==> src/hdl/pps_ram.sv <==
`timescale 1ns / 1ps

module pps_ram #(
	parameter int WIDTH = 16,
	parameter int DEPTH = 256
) (
	input  logic                     clk,
	input  logic                     we,
	input  logic [$clog2(DEPTH)-1:0] waddr,
	input  logic [WIDTH-1:0]         wdata,
	input  logic [$clog2(DEPTH)-1:0] raddr,
	output logic [WIDTH-1:0]         rdata
);

	logic [WIDTH-1:0] mem [DEPTH];

	always_ff @(posedge clk) begin
		if (we) mem[waddr] <= wdata;
		rdata <= mem[raddr];
	end

endmodule

==> config.mk <==
export PLATFORM = sky130hd
export DESIGN_NAME = pps_ram
export DESIGN_NICKNAME = d
export VERILOG_FILES = /design/src/hdl/pps_ram.sv
export SDC_FILE = /design/constraint.sdc
export NUM_CORES = 2
export LEC_CHECK = 0
export BUFFER_PORTS_ARGS = -buffer_cell sky130_fd_sc_hd__buf_2
export CAP_MARGIN = 20
export CORE_UTILIZATION = 45
export DETAILED_ROUTE_END_ITERATION = 7
export PLACE_DENSITY = 0.7
export SETUP_SLACK_MARGIN = 0.1
export SLEW_MARGIN = 20
export SYNTH_ARGS = -nofsm -noshare
export SYNTH_HDL_FRONTEND = slang
export SYNTH_SLANG_ARGS = --single-unit
==> constraint.sdc <==
create_clock -name clk -period 2.7 [get_ports clk]
set_input_delay 0.27 -clock clk [delete_from_list [all_inputs] [get_ports clk]]
set_output_delay 0.27 -clock clk [all_outputs]
set_load 0.01 [all_outputs]
== Word-level counts from Yosys, hierarchy flattened ==
Memory sizes are Yosys's and may differ from the RTL's. A register that Yosys moved wholly into a read port is not among the register bits.
Cells that the tools add are included.
Storage, ports and cells
  register bits after elaboration: 0
  memory bits (writable): 4096
  input port bits: 34
  memories kept: 1
Cells by class
  mux-type cells: 2
Memories
  mem: depth 256, width 16, rd ports 1, clocked after memory_dff 1, wr ports 1, RTL line 15  | logic [WIDTH-1:0] mem [DEPTH];
Operator list (count)
  1-bit 2-to-1 mux: 2

== Longest topological paths before layout ==
  word-level depth: 2
  depth in mapped cells: 12
  depth with buffers taken out: 6

== Worst setup path before layout ==
Ideal clock, no wire load.
  path type: input -> register
  start point: input port waddr[3]
  end point: memory mem[235][0], enable pin
  library setup time: 0.388 ns
  arrival time: 2.047 ns
  required time: 2.312 ns
  setup slack: 0.265 ns
  stages on the path: 6
  path through: clkbuf_1 nor2b_1 clkbuf_1 nand4_1 clkbuf_1 nor2_1
RTL lines
  from (decl): RTL line 9  | input logic [$clog2(DEPTH)-1:0] waddr,
  to (decl): RTL line 15
Straight into the memory's write port.

==> flow_summary.ini <==
[status]
status = finished, final reports clean

[logic_synthesis]
synth-warning-count = 0
ys_types = 52
netlist_area_um2 = 159000
async_flop_share_pct = 0
ys_top_cells_by_area = edfxtp_1 77%, mux4_2 11%, mux2i_1 3.6%, o221ai_1 1.4%, nor2_1 0.72%
ys.flop_type = edfxtp_1
syn_nets = 7394
synth-seq-cells = 4112
synth_edf_count = 4096
yosysSeqAreaShare_pct = 77.7
yosys.area.top_type = edfxtp_1
synth_top_area_share_pct = 77.5
synthCells = 7360
postSynthAreaPerCell_um2 = 21.6

[floorplanning]
ios = 50
die_w_um = 596
die-height_um = 596
rows = 217
start_util_pct = 45.3
die_area_um2 = 355000
core-area_um2 = 350000

[drt]
antenna_left = 0
first_pass_iters = 6
wire_per_inst_um = 31.5
drt-initial-drc-count = 10661
drc = 0
via_count = 82076
drt-total-wl_um = 420000
vias_per_cell = 6.17

[cells_and_area]
num-nets-final = 8415
drive_above_1_share_pct = 29.5
multiInputGateArea_um2 = 32900
area.sequential_um2 = 123000
area_growth_pct = 16.9
final_cell_mix = 4096 x edfxtp_1, 806 x buf_4, 797 x mux4_2
n_fill_cell = 26068
layout_commonest_cell = edfxtp_1

[critical_path]
slowest_stage = mux4_2
critPathCaptureType = register
cp-start-kind = register
cpPeakStageDelay_ns = 0.50
crit_type = register to register
r2r_setup_slack_ns = 0.12
r2r-end = rdata[11]$_DFF_P_
path_max_fanout = 1
worstPathArrival_ns = 3.41
path_cells = mux4_2, mux2_2, a22oi_1, nand2_2, o32ai_4, buf_4, nor4_1
rr_startpoint = mem[7][11]$_DFFE_PP_
critPathRequiredTime_ns = 3.53
reg2regPathDepth = 7

[clocking]
clock_sinks = 4112
cts_root_buffer = clkbuf_16
htree_levels = 5
tritoncts = done
clk_latency_ns = 0.97
clk_pin_slew_ns = 0.06
cts_buffers = 393
clk_path_buf_depth = 4

[pwr]
p_per_area_nw_per_um2 = 715
p_total_uw = 133000
ir_drop_uv = 513
power_leakage_uw = 0.0600

[global_route]
grt_pass1_vias = 81756
antenna_found_initial = 22
grt_overflow_total = 0
grt_pass1_wl_um = 597000
grtUsageTotal_pct = 23.3
grt_max_degree = 105

[sta]
grt_setup_unrepaired = no
period_share_pct = 95.5
max_slew.worst_pin.slew_ns = 1.13
worst_slew_margin_rel_pct = 24.5
setup-violations-final = 0
finalHoldViolations = 0
skew_ns = 0.0557
fin_crit_ns = 2.58
max_freq_ghz = 0.388
fin_ws_ns = 0.120
fin_tns_setup_ns = 0
drv_slew = 0

[placement]
post-place-ws_ns = -0.904
gp_congestion = 0.933
port-buffer-count = 49
dp_hpwl_um = 265000

[worst_hold_path]
holdPathEnd = mem[35][11]$_DFFE_PP_
whs_path_depth = 5
worstHoldPathType = input pin to register
hp-start = waddr[7]

[run]
max_cap_violations = 0
cells in the mapped netlist (27+ instances only):
master    count
mux2i_1     565
o22ai_1     148
nand3_1      35
edfxtp_1   4096
buf_1        27
mux2_2       88
nor3_1       92
a22o_1       32
a221oi_1     28
buf_2        76
a22oi_1      43
clkbuf_1    230
nand2_1      38
nor2_1      304
o221ai_1    252
mux4_2      797
buf_6        77
o21ai_0      37
a21oi_1     175
report_power, final:
group | total [uW] | switching (uW) | internal (uW) | leakage, uW
logic | 7450 | 4570 | 2880 | 0.0169
registers | 70500 | 140 | 70300 | 0.0369
clock network | 54700 | 23300 | 31400 | 0.00619
metal layers:
layer	vias to the layer above	track usage [%]	wire length, um
met4	2	9.26	19500
met1	43305	31.6	158000
met2	4617	37.7	202000
met3	795	4.20	40600
li1	33357	-	-
met5	-	0	10
critical path: cells and delay by family (launching register included):
kind                   cells  cell delay [ns]
flip-flops                 1             0.36
buffers and inverters      1             0.23
AO/OA/AOI/OAI              2             0.77
AND/OR/NAND/NOR            2             0.28
multiplexers               2             0.80
worst max-delay path by stage:
stage | slack [ns] | endpoint | startpoint | depth (start not counted)
floorplan | 0.26 | mem[235][0]$_DFFE_PP_ | waddr[3] | 6
global placement | -0.91 | rdata[13]$_DFF_P_ | raddr[0] | 10
detailed placement | -0.90 | rdata[13]$_DFF_P_ | raddr[0] | 10
CTS | 0.09 | rdata[13]$_DFF_P_ | mem[63][13]$_DFFE_PP_ | 6
global route | 0.10 | rdata[4]$_DFF_P_ | mem[2][4]$_DFFE_PP_ | 7
finish | 0.12 | rdata[11]$_DFF_P_ | mem[7][11]$_DFFE_PP_ | 7
final cells by class:
class                      count  area share (%)
clock inverter               227            1.19
tap                         4599            3.10
timing repair buffer        1078            5.82
multi-input combinational   2792            17.7
clock buffer                 483            5.65
inverter                       4          0.0148
sequential                  4112            66.5
antenna                       12          0.0162
cell families (layout without fill, tap and decap cells):
logic type	count (synthesis)	after routing	synth area share, %
buffers and inverters	456	1792	1.69
AOI/OAI and AO/OA	786	786	3.54
and+or+nand+nor	556	556	1.57
other	0	12	0
muxes	1450	1450	15.5
DFF	4112	4112	77.7
state kept, by name, indices dropped and copies added, names as in the netlist:
signal  count
mem      4096
rdata      16
timing repair:
item,4_1_cts,5_1_grt
resized for setup,8,9
endpoints found under the setup margin,5,8
setup buffers,0,0
hold buffers,16,0
endpoints found under the hold margin,877,0
through the flow:
step	cell area (um^2)	hold slack [ns]	util, %	cells
after global placement	173000	0.686	49.3	12569
after global routing	186000	0.0459	53.0	13300
after floorplan	159000	0.369	-	7360
after CTS	185000	0.0259	53.0	13295
final	186000	0.0610	53.0	13307
after detailed placement	173000	0.697	49.3	12569
(Power assumes the default switching activity.)
