`config.mk`:
```
export PLATFORM = sky130hd
export DESIGN_NAME = pps_div
export DESIGN_NICKNAME = d
export VERILOG_FILES = /design/src/hdl/pps_pkg.sv /design/src/hdl/pps_div.sv
export SDC_FILE = /design/constraint.sdc
export NUM_CORES = 1
export LEC_CHECK = 0
export ABC_AREA = 1
export BUFFER_PORTS_ARGS = -buffer_cell sky130_fd_sc_hd__buf_2
export CAP_MARGIN = 20
export CORE_MARGIN = 8
export CORE_UTILIZATION = 43
export DETAILED_ROUTE_END_ITERATION = 7
export PLACE_DENSITY_LB_ADDON = 0.12
export SYNTH_ARGS = -nofsm -noshare
export SYNTH_HDL_FRONTEND = slang
export SYNTH_SLANG_ARGS = --single-unit
```
`constraint.sdc`:
```
create_clock -name clk -period 1.9 [get_ports clk]
set_input_delay 0.38 -clock clk [delete_from_list [all_inputs] [get_ports clk]]
set_output_delay 0.38 -clock clk [all_outputs]
set_load 0.01 [all_outputs]
```
`src/hdl/pps_pkg.sv`:
```
`timescale 1ns / 1ps

package pps_pkg;

	localparam int CAPACITY      = 4096;
	localparam int PALETTE_DEPTH = 256;
	localparam int WORD_DEPTH    = 1024;

	localparam int ID_W    = 16;
	localparam int WORD_B  = 64;
	localparam int CAP_W   = $clog2(CAPACITY);
	localparam int PAL_W   = $clog2(PALETTE_DEPTH);
	localparam int WORD_W  = $clog2(WORD_DEPTH);
	localparam int PER_W   = 7;
	localparam int SHIFT_W = 7;
	localparam int ENT_W   = $clog2(WORD_DEPTH * WORD_B) + 1;
	localparam int CNT_W   = PAL_W + 1;
	localparam int CFG_IDX_W  = 3;
	localparam int CFG_DATA_W = 16;

	localparam logic [1:0] OP_READ  = 2'd0;
	localparam logic [1:0] OP_WRITE = 2'd1;
	localparam logic [1:0] OP_CLEAR = 2'd2;
	localparam logic [1:0] OP_NONE  = 2'd3;

	localparam logic [1:0] FORM_UNIFORM = 2'd0;
	localparam logic [1:0] FORM_INDEXED = 2'd1;
	localparam logic [1:0] FORM_DIRECT  = 2'd2;

	localparam logic [CFG_IDX_W-1:0] CFG_CAPACITY  = 3'd0;
	localparam logic [CFG_IDX_W-1:0] CFG_FILL      = 3'd1;
	localparam logic [CFG_IDX_W-1:0] CFG_DIRECT_W  = 3'd2;
	localparam logic [CFG_IDX_W-1:0] CFG_MIN_W     = 3'd3;
	localparam logic [CFG_IDX_W-1:0] CFG_MAX_W     = 3'd4;

	typedef struct packed {
		logic             start;
		logic [CAP_W-1:0] dividend;
		logic [PER_W-1:0] divisor;
	} div_req_t;

	typedef struct packed {
		logic             done;
		logic [CAP_W-1:0] quot;
		logic [PER_W-1:0] rem;
	} div_rsp_t;

	// entries per 64-bit word for a given entry width
	function automatic logic [PER_W-1:0] per_of(input logic [4:0] w);
		logic [PER_W-1:0] p;
		case (w)
			5'd1:    p = 7'd64;
			5'd2:    p = 7'd32;
			5'd3:    p = 7'd21;
			5'd4:    p = 7'd16;
			5'd5:    p = 7'd12;
			5'd6:    p = 7'd10;
			5'd7:    p = 7'd9;
			5'd8:    p = 7'd8;
			5'd9:    p = 7'd7;
			5'd10:   p = 7'd6;
			5'd11:   p = 7'd5;
			5'd12:   p = 7'd5;
			5'd13:   p = 7'd4;
			5'd14:   p = 7'd4;
			5'd15:   p = 7'd4;
			5'd16:   p = 7'd4;
			default: p = 7'd64;
		endcase
		return p;
	endfunction

	function automatic logic [ID_W-1:0] mask_of(input logic [4:0] w);
		logic [ID_W-1:0] m;
		if (w >= 5'd16) m = '1;
		else m = ID_W'((17'd1 << w) - 17'd1);
		return m;
	endfunction

	function automatic logic [4:0] clamp_w(input logic [4:0] v, input logic [4:0] hi);
		logic [4:0] r;
		if (v == 5'd0) r = 5'd1;
		else if (v > hi) r = hi;
		else r = v;
		return r;
	endfunction

	// index bits for a palette of the given size, at least the minimum width
	function automatic logic [4:0] index_width_for(input logic [CNT_W:0] size,
		input logic [3:0] minw);
		logic [4:0] b;
		logic [4:0] mn;
		b = 5'd16;
		for (int k = 16; k >= 0; k--) begin
			if ((32'd1 << k) >= 32'(size)) b = 5'(k);
		end
		mn = clamp_w({1'b0, minw}, 5'd8);
		return (b < mn) ? mn : b;
	endfunction

endpackage

```
`src/hdl/pps_div.sv`:
```
`timescale 1ns / 1ps

module pps_div (
	input  logic               clk,
	input  logic               arst_n,
	input  pps_pkg::div_req_t  req,
	output pps_pkg::div_rsp_t  rsp
);
	import pps_pkg::*;

	localparam int DCNT_W = $clog2(CAP_W + 1);

	logic [PER_W-1:0]  rem_q;
	logic [CAP_W-1:0]  quo_q;
	logic [PER_W-1:0]  div_q;
	logic [DCNT_W-1:0] cnt_q;
	logic              busy_q;
	logic              done_q;
	logic [PER_W:0]    part;
	logic              ge;
	logic [PER_W:0]    diff;

	// one quotient bit per cycle, restoring
	assign part = {rem_q, quo_q[CAP_W-1]};
	assign ge   = part >= {1'b0, div_q};
	assign diff = part - {1'b0, div_q};

	always_ff @(posedge clk or negedge arst_n) begin
		if (!arst_n) begin
			busy_q <= 1'b0;
			done_q <= 1'b0;
			cnt_q  <= '0;
		end else begin
			done_q <= 1'b0;
			if (req.start) begin
				busy_q <= 1'b1;
				cnt_q  <= DCNT_W'(CAP_W);
			end else if (busy_q) begin
				cnt_q <= cnt_q - 1'b1;
				if (cnt_q == DCNT_W'(1)) begin
					busy_q <= 1'b0;
					done_q <= 1'b1;
				end
			end
		end
	end

	always_ff @(posedge clk) begin
		if (req.start) begin
			rem_q <= '0;
			quo_q <= req.dividend;
			div_q <= req.divisor;
		end else if (busy_q) begin
			rem_q <= ge ? diff[PER_W-1:0] : part[PER_W-1:0];
			quo_q <= {quo_q[CAP_W-2:0], ge};
		end
	end

	assign rsp.done = done_q;
	assign rsp.quot = quo_q;
	assign rsp.rem  = rem_q;

endmodule

```
---- Word level (Yosys, flattened, before mapping) ----
Cells that the tools add are included.
operators by class
  add/subtract/negate cells ............... 2
  $lt $le $gt $ge ......................... 1
  equal/unequal tests ..................... 1
  muxes and demuxes ....................... 11
  reduce and logical (&&, ||, !) cells .... 1
operators with widths
  cell                                                                   count
  12-bit two-way mux                                                     2
  8-bit by 7-bit >= comparator with 1-bit output                         1
  4-bit two-way mux                                                      2
  7-bit two-way mux                                                      1
  7-bit subtractor                                                       1
  1-bit two-way mux                                                      6
  4-bit by 1-bit equality test with 1-bit output, second input constant  1
  4-bit by 1-bit subtractor with 4-bit output, second input constant     1
  2-bit nonzero test                                                     1
storage, ports and cells
  register bits ........................... 32
  logic and storage cells ................. 22

---- Depth between registers and ports, before layout ----
Gate-level depths: netlist of the first run.
  depth in word-level cells ............... 4
  mapped depth ............................ 11

---- Worst setup path before layout of the first run ----
OpenSTA, ideal clock, no wires.
  kind .................................... register to register
  from .................................... register quo_q[11]
  to ...................................... register rem_q[5]
  arrival time ............................ 1657 ps
  path slack .............................. 130 ps
  setup time .............................. 113 ps
  stages on the path, launching flop included .. 12
  cells stage by stage .................... edfxtp_1 inv_1 ha_1 fa_1 inv_1 nand3_1 nand2_1 nand2_1 nand3_4 nand3_1 nand3_1 nand2_1
between the ends
  word-level cells in the longest chain between the ends .. 2
RTL lines
  item                                                                                       RTL line                      source
  from (decl)                                                                                pps_div.sv:14                 logic [CAP_W-1:0] quo_q;
  from (signal assigned)                                                                     pps_div.sv:51                 quo_q <= req.dividend;
  from (signal assigned)                                                                     pps_div.sv:55                 quo_q <= {quo_q[CAP_W-2:0], ge};
  7-bit subtractor / 8-bit by 7-bit >= comparator with 1-bit output (equally long branches)  pps_div.sv:26, pps_div.sv:25
  7-bit two-way mux (*)                                                                      pps_div.sv:54                 rem_q <= ge ? diff[PER_W-1:0] : part[PER_W-1:0];
  to (signal assigned)                                                                       pps_div.sv:54
  to (decl)                                                                                  pps_div.sv:13                 logic [PER_W-1:0] rem_q;
Every way passes the cells marked *; elsewhere a longest branch is shown, timed or not.
A chain may end at the register's enable or synchronous reset.

---- Worst setup path in the final report of the first run ----
  from .................................... register quo_q[11]
  to ...................................... register quo_q[0], data pin
between the ends
  word-level cells in the longest chain between the ends .. 3
RTL lines
  item                                            RTL line       source
  8-bit by 7-bit >= comparator with 1-bit output  pps_div.sv:25  assign ge = part >= {1'b0, div_q};
  12-bit two-way mux                              pps_div.sv:53  end else if (busy_q) begin
  12-bit two-way mux                              pps_div.sv:49  if (req.start) begin
No other way between the ends. The select of a mux whose other input is x is not followed.

==> results of run 1 <==
==> sequential cells by signal, indices dropped and copies added (netlist names) <==
name	count
busy_q	1
done_q	1
rem_q	7
quo_q	12
div_q	7
cnt_q	4
==> power groups by stage <==
| stage | Sequential, uW | Combinational (uW) | Clock (uW) |
|---|---|---|---|
| CTS | 977 | 1120 | 558 |
| detailed placement | 988 | 1120 | 0 |
| global placement | 988 | 1120 | 0 |
| floorplan | 1020 | 752 | 0 |
| finish | 977 | 1120 | 536 |
| global route | 996 | 1290 | 580 |
==> cells in the final DEF, fill, tap and decap left out, types with 2 or more instances in the layout <==
cell,n
sky130_fd_sc_hd__nand3b_1,4
sky130_fd_sc_hd__edfxtp_1,19
sky130_fd_sc_hd__a21oi_1,3
sky130_fd_sc_hd__nor2_1,6
sky130_fd_sc_hd__buf_2,41
sky130_fd_sc_hd__inv_2,5
sky130_fd_sc_hd__clkbuf_8,6
sky130_fd_sc_hd__buf_4,6
sky130_fd_sc_hd__dfrtp_1,6
sky130_fd_sc_hd__inv_1,25
sky130_fd_sc_hd__nand3_1,19
sky130_fd_sc_hd__o21ai_1,3
sky130_fd_sc_hd__nor2_2,2
sky130_fd_sc_hd__nand4_1,2
sky130_fd_sc_hd__dfxtp_1,7
sky130_fd_sc_hd__ha_1,9
sky130_fd_sc_hd__nand2_1,78
==> worst max-delay path, cell delays in order (launching register included) <==
cell and delay (ps):
sky130_fd_sc_hd__edfxtp_1 340, sky130_fd_sc_hd__inv_1 60, sky130_fd_sc_hd__ha_1 230, sky130_fd_sc_hd__fa_2 350, sky130_fd_sc_hd__inv_1 80, sky130_fd_sc_hd__nand3_1 80
sky130_fd_sc_hd__nand2_2 110, sky130_fd_sc_hd__o21ai_2 60, sky130_fd_sc_hd__buf_4 160, sky130_fd_sc_hd__a31oi_1 140
==> stage by stage <==
step                area (um2)  std cells
floorplan                 1710        204
global placement          2000        296
detailed placement        2000        296
CTS                       2100        305
global route              2120        306
finish                    2120        306
==> cells in the mapped netlist (all sizes together) <==
cell,instances,area share
a31oi,1,0.0037
dfxtp,7,0.082
nor4,1,0.0037
edfxtp,19,0.33
xnor2,1,0.0051
dfrtp,6,0.088
o22ai,1,0.0037
buf,1,0.0044
nor2,8,0.020
fa,1,0.012
nand4,2,0.0073
nand3b,4,0.018
o21ai,5,0.017
ha,9,0.066
nand2,79,0.17
xor2,1,0.0051
nand3,20,0.066
clkbuf,3,0.0066
a21oi,4,0.018
or2,1,0.0037
inv,30,0.066
==> per-layer routing <==
layer,GRT usage,vias up,share of wire
met5,0,-,0
met4,0.0389,0,0.0096
met1,0.163,643,0.50
li1,-,750,-
met2,0.195,40,0.43
met3,0.0406,4,0.061
==> final timing paths <==
| path | start | end | slack, ps | cells past startpoint |
|---|---|---|---|---|
| worst min register to register | cnt_q[3]$_DFFE_PN0P_ | cnt_q[3]$_DFFE_PN0P_ | 470 | 1 |
| worst min-delay path | req[2] | div_q[2]$_DFFE_PP_ | 280 | 1 |
| max in group asynchronous | arst_n | cnt_q[2]$_DFFE_PN0P_ | 1300 | 2 |
| worst max register to register | quo_q[11]$_DFFE_PP_ | quo_q[0]$_DFFE_PP_ | 140 | 9 |
| min in group asynchronous | arst_n | cnt_q[0]$_DFFE_PN0P_ | 460 | 2 |
| worst max-delay path | quo_q[11]$_DFFE_PP_ | quo_q[0]$_DFFE_PP_ | 140 | 9 |
==> repair_timing <==
action                                 4_1_cts  5_1_grt
gates resized for setup                      0        2
endpoints found under the hold margin        6        0
setup endpoints to repair                    0        8
hold buffers                                 1        0
buffers inserted                             0        1
==> cell families after synthesis <==
| kind of cell | Yosys count | synth area share |
|---|---|---|
| adders and majority gates | 10 | 0.0774 |
| buffers and inverters | 34 | 0.0766 |
| DFF | 32 | 0.502 |
| xor gates and xnor gates | 2 | 0.0102 |
| AOI/OAI and AO/OA | 11 | 0.0423 |
| and+or+nand+nor | 115 | 0.291 |
==> final cells by class <==
type | count | share of cell area
tap | 50 | 0.0296
clock inverter | 1 | 0.00355
timing repair buffer | 48 | 0.123
inverter | 30 | 0.0532
multi-input combinational | 138 | 0.343
clock buffer | 7 | 0.0408
sequential | 32 | 0.407
==> Flow_metrics.wiki, run 1 <==
{| class="wikitable"
! Metric !! Value
|-
| Maximum number of pins on one net before global-route repair || 18
|-
| Startpoint class of the critical path || flip-flop
|-
| Setup TNS || 0 ps
|-
| Core area || 3910 um2
|-
| Relative max-transition margin || 0.785
|-
| Share of synthesized area occupied by flip-flops and latches || 0.502
|-
| Clock edge transition at the registers on the reported setup and hold paths || 60 ps
|-
| Path type of the worst min-delay path || primary input to flip-flop
|-
| Area of the mapped netlist || 1710 um2
|-
| Die H || 79.1 um
|-
| Clock buffer count from CTS || 5
|-
| Detailed-route wire length per cell || 12.2 um
|-
| Pins over their slew limit || 0
|-
| Final setup slack of the worst path || 140 ps
|-
| Combinational fraction of design power || 0.426
|-
| Setup repair after global routing missed its margin || false
|-
| Synthesized netlist cell count || 204
|-
| Warnings, synthesis || 0
|-
| Number of antenna violations at the first check in global routing || 0
|-
| Count of H-tree levels built during CTS || 2
|-
| Initial drt markers || 117
|-
| Effective utilization at floorplan || 0.438
|-
| Final total power || 2630 uW
|-
| Number of different library cells in the post-synthesis netlist || 27
|-
| Share of final-layout standard cells stronger than drive strength 1 || 0.258
|-
| Net count of the finished layout || 287
|-
| Total of buffers placed on input and output ports || 41
|-
| GP Congestion || 0.835
|-
| Number of vias per cell after detailed routing || 4.70
|-
| Number of placement rows || 23
|-
| Drt drc || 0
|-
| Num Clock Sinks || 32
|-
| Hold WS || 278 ps
|-
| Total area of multi-input combinational cells || 727 um2
|-
| Num ports || 42
|-
| Crit path kind || flip-flop to flip-flop
|-
| Post-synthesis net count || 236
|-
| Sw frac || 0.381
|-
| Clock tree from TritonCTS || done
|-
| Setup slack after placement || 45.9 ps
|-
| Leakage power summed over all cells || 0.00111 uW
|-
| Number of vias in the routed layout || 1437
|-
| Inserted Diodes || 0
|-
| Net load switching power || 1000 uW
|-
| Register bit total from synthesis || 32
|-
| Power per Cell Area || 1240 nW/um2
|-
| Int Power || 1630 uW
|-
| Worst Path Required || 2020 ps
|-
| Total area of sequential cells || 861 um2
|-
| Via count of the first global-routing pass || 1473
|-
| Post-route core utilization || 0.541
|-
| Final Routed Wirelength || 3.75 mm
|-
| Total of endpoints with negative setup slack in the final report || 0
|-
| Data arrival time of the critical path || 1880 ps
|-
| Die span in x || 79.1 um
|-
| Crit path capture type || flip-flop
|-
| Maximum resistive drop on vdd || 0.544 mV
|-
| Post-route ant nets || 0
|-
| Overflow after GRT || 0
|-
| Slew at the pin with the worst max-slew slack || 322 ps
|-
| Status || completed
|-
| Maximum number of buffers from clock root to sink || 2
|-
| Global-route total usage across every layer || 0.126
|-
| Die area || 6260 um2
|-
| Final HPWL DP || 2.93 mm
|-
| Root buf cell || sky130_fd_sc_hd__clkbuf_8
|-
| Clock skew after layout || 5.39 ps
|-
| Fill cell instance count of the final layout || 397
|-
| Maximum capacitance violations || 0
|-
| Part of the total power dissipated in sequential elements || 0.371
|-
| Maximum fanout count along the critical path || 4
|-
| Syn Area/Cell || 8.40 um2
|-
| Fin crit period || 1760 ps
|-
| Max Fclk || 568 MHz
|-
| Clock insertion delay at the later pin of the skew report || 280 ps
|-
| Number of optimization iterations in the first detailed-route pass || 4
|-
| Layout area overhead || 23.5%
|-
| Clock Power Share || 0.203
|-
| Final period util || 0.926
|-
| Global-route wire length before repair || 6.42 mm
|-
| Number of endpoints with negative hold slack in the final report || 0
|}
(Power assumes the default switching activity.)
==> inputs of run 2 (changes only) <==
--- a/config.mk
+++ b/config.mk
@@ -8,8 +8,10 @@
 export ABC_AREA = 1
 export BUFFER_PORTS_ARGS = -buffer_cell sky130_fd_sc_hd__buf_2
 export CAP_MARGIN = 20
+export CELL_PAD_IN_SITES_DETAIL_PLACEMENT = 0
+export CELL_PAD_IN_SITES_GLOBAL_PLACEMENT = 2
 export CORE_MARGIN = 8
-export CORE_UTILIZATION = 43
+export CORE_UTILIZATION = 30
 export DETAILED_ROUTE_END_ITERATION = 7
 export PLACE_DENSITY_LB_ADDON = 0.12
 export SYNTH_ARGS = -nofsm -noshare
==> run 2 against run 1 <==
- cell area up 0.77%
- maximum frequency up 0.37%
- largest power group unchanged
- wire length up 12%
- sequential share of layout area down 0.31 points
- clock skew up 2.2 ps
- clock power down 8.6%
- core utilization down 15 points
- critical path depth up 2
- total power down 0.44%
- largest cell class unchanged
- sequential power down 0.5%
==> Flow_metrics.wiki, run 2 (synthesis results as in run 1) <==
{| class="wikitable"
! Metric !! Value
|-
| Int Power || 1600 uW (-1.9%)
|-
| Crit-path slowest cell || sky130_fd_sc_hd__fa_2
|-
| Final period util || 0.923 (-0.00343)
|-
| Leading cell types in the layout, fill and taps excluded || sky130_fd_sc_hd__nand2_1, sky130_fd_sc_hd__buf_2, sky130_fd_sc_hd__inv_1, sky130_fd_sc_hd__nand3_1, sky130_fd_sc_hd__edfxtp_1
|-
| Initial drt markers || 40 (-66%)
|-
| Worst Path Required || 2080 ps (+60 ps)
|-
| Worst path max stage delay || 360 ps (about the same)
|-
| Top register by number of flip-flops || quo_q
|-
| Clock insertion delay at the later pin of the skew report || 280 ps (about the same)
|-
| Detailed-route wire length per cell || 12.8 um (+4.3%)
|-
| Net count of the finished layout || 287 (unchanged)
|-
| Pins over their slew limit || 0 (unchanged)
|-
| Effective utilization at floorplan || 0.311 (-0.127)
|-
| GR Util met2 || 0.178 (-0.0171)
|-
| Final setup slack of the worst path || 146 ps (+6.52 ps)
|-
| GP Congestion || 0.713 (-15%)
|-
| Setup slack after placement || 76.7 ps (+30.9 ps)
|-
| Total of buffers placed on input and output ports || 41 (unchanged)
|-
| Slew at the pin with the worst max-slew slack || 372 ps (+49.6 ps)
|-
| Maximum capacitance violations || 0 (unchanged)
|-
| Net load switching power || 1020 uW (+1.9%)
|-
| Max Fclk || 570 MHz (+0.37%)
|-
| Die H || 91.6 um (+16%)
|-
| Count of H-tree levels built during CTS || 2 (unchanged)
|-
| Final HPWL DP || 3.36 mm (+15%)
|-
| Global-route wire length before repair || 7.10 mm (+11%)
|-
| Path type of the worst min-delay path || primary input to flip-flop
|-
| Die span in x || 91.6 um (+16%)
|-
| Core area || 5510 um2 (+41%)
|-
| Status || completed
|-
| Drt drc || 0 (unchanged)
|-
| Overflow after GRT || 0 (unchanged)
|-
| Busiest grt layer || met2
|-
| Number of placement rows || 27 (+17%)
|-
| Die area || 8390 um2 (+34%)
|-
| Crit path kind || flip-flop to flip-flop
|-
| Crit path capture type || flip-flop
|-
| Clock buffer count from CTS || 5 (unchanged)
|-
| Top cell by count, worst path || sky130_fd_sc_hd__nand2_1
|-
| Fin crit period || 1750 ps (-6.52 ps)
|-
| Share of final-layout standard cells stronger than drive strength 1 || 0.258 (unchanged)
|-
| Registers with the most flip-flops || quo_q: 12 flops, div_q: 7 flops, rem_q: 7 flops
|-
| Clock skew after layout || 7.60 ps (+2.21 ps)
|-
| Number of vias per cell after detailed routing || 4.41 (-6.2%)
|-
| Post-route ant nets || 0 (unchanged)
|-
| Clock edge transition at the registers on the reported setup and hold paths || 70 ps (about the same)
|-
| Inserted Diodes || 0 (unchanged)
|-
| Number of endpoints with negative hold slack in the final report || 0 (unchanged)
|-
| Fin cells || 328 (+7.2%)
|-
| Clock Power Share || 0.187 (-0.016)
|-
| Maximum number of buffers from clock root to sink || 2 (unchanged)
|-
| Number of vias in the routed layout || 1445 (+0.56%)
|-
| Startpoint class of the critical path || flip-flop
|-
| Relative max-transition margin || 0.752 (-0.0331)
|-
| Met3 GRT Util || 0.0412 (+0.000520)
|-
| Cells traversed along the worst timing path || inv_1 -> ha_1 -> fa_2 -> inv_1 -> nand3_1 -> nand2_2 -> nand2_1 -> nand3_4 -> nand2_1 -> nand3_1 -> nand2_1
|-
| Num Clock Sinks || 32 (unchanged)
|-
| Via count of the first global-routing pass || 1450 (-1.6%)
|-
| Number of antenna violations at the first check in global routing || 0 (unchanged)
|-
| Most frequent standard cell in the layout excluding fill and tap cells || sky130_fd_sc_hd__nand2_1
|-
| Num ports || 42 (unchanged)
|-
| Maximum fanout count along the critical path || 7 (+3)
|-
| Count of placed standard cells including taps || 319 (+7.8%)
|-
| Total of endpoints with negative setup slack in the final report || 0 (unchanged)
|-
| Combinational fraction of design power || 0.443 (+0.017)
|-
| Sw frac || 0.390 (+0.00883)
|-
| Data arrival time of the critical path || 1930 ps (+50 ps)
|-
| Final Routed Wirelength || 4.19 mm (+12%)
|-
| Layout area overhead || 24.5%
|-
| Global routing usage on met1 || 0.120 (-0.0431)
|-
| Max reg flops || 12 (unchanged)
|-
| Clock tree from TritonCTS || done
|-
| Number of optimization iterations in the first detailed-route pass || 4 (unchanged)
|-
| Maximum number of pins on one net before global-route repair || 16 (-2)
|-
| Power per Cell Area || 1230 nW/um2 (-1.2%)
|-
| Global-route total usage across every layer || 0.106 (-0.0199)
|-
| Part of the total power dissipated in sequential elements || 0.371 (about the same)
|-
| Leakage power summed over all cells || 0.00111 uW (+0.15%)
|-
| Maximum resistive drop on vdd || 0.312 mV (-43%)
|-
| Root buf cell || sky130_fd_sc_hd__clkbuf_8
|}
-- run 2: layout make-up --
| class | instances | area, um2 |
|---|---|---|
| clock buffers | 5 | 68.8 |
| clock inverters | 3 | 13.8 |
| fillers | 592 | 3370 |
| inverters | 30 | 113 |
| multi-input cells | 138 | 727 |
| flip-flops and latches | 32 | 861 |
| well taps | 72 | 90.1 |
| repair buffers | 48 | 260 |
-- run 2: final timing paths --
path	startpoint	end	slack, ps	cells past startpoint
worst max-delay path	quo_q[11]$_DFFE_PP_	rem_q[3]$_SDFFE_PP0P_	150	11
worst min-delay path	req[1]	div_q[1]$_DFFE_PP_	270	1
worst max register to register	quo_q[11]$_DFFE_PP_	rem_q[3]$_SDFFE_PP0P_	150	11
worst min register to register	cnt_q[3]$_DFFE_PN0P_	cnt_q[3]$_DFFE_PN0P_	470	1
max in group asynchronous	arst_n	busy_q$_DFF_PN0_	1300	2
min in group asynchronous	arst_n	cnt_q[3]$_DFFE_PN0P_	450	2
-- run 2: timing repair --
item	in CTS	in global routing
gates resized for setup	0	2
hold buffers	1	0
hold endpoints to repair	6	0
setup endpoints to repair	0	8
buffers inserted	0	0
-- run 2: power by group through the flow --
| stage | sequential [uW] | combinational, uW | clock, uW |
|---|---|---|---|
| CTS | 974 | 1170 | 512 |
| global route | 991 | 1320 | 545 |
| detailed placement | 988 | 1170 | 0 |
| finish | 972 | 1160 | 490 |
| global placement | 989 | 1190 | 0 |
| floorplan | 1020 | 752 | 0 |
-- run 2: through the flow --
step	util	hold slack (ps)	cell area, um2	total power (uW)	TNS [ps]
after detailed placement	0.370	217	2040	2150	0
after global routing	0.387	255	2130	2860	-6.99
after CTS	0.387	264	2130	2660	0
after floorplan	-	84.4	1710	1770	0
final	0.387	273	2130	2620	0
after global placement	0.370	216	2040	2180	0
-- run 2: critical path: cells and delay by family, from the launching register on --
kind | cells | cell delay [ps]
and+or+nand+nor | 7 | 590
buffers and inverters | 2 | 130
adders and majority gates | 2 | 590
DFF | 1 | 330
-- run 2: routing by layer --
metal / wire [um] / vias to the layer above
li1: - / 761
met1: 1830 / 651
met2: 2060 / 27
met3: 248 / 6
met4: 57 / 0
met5: 0 / -
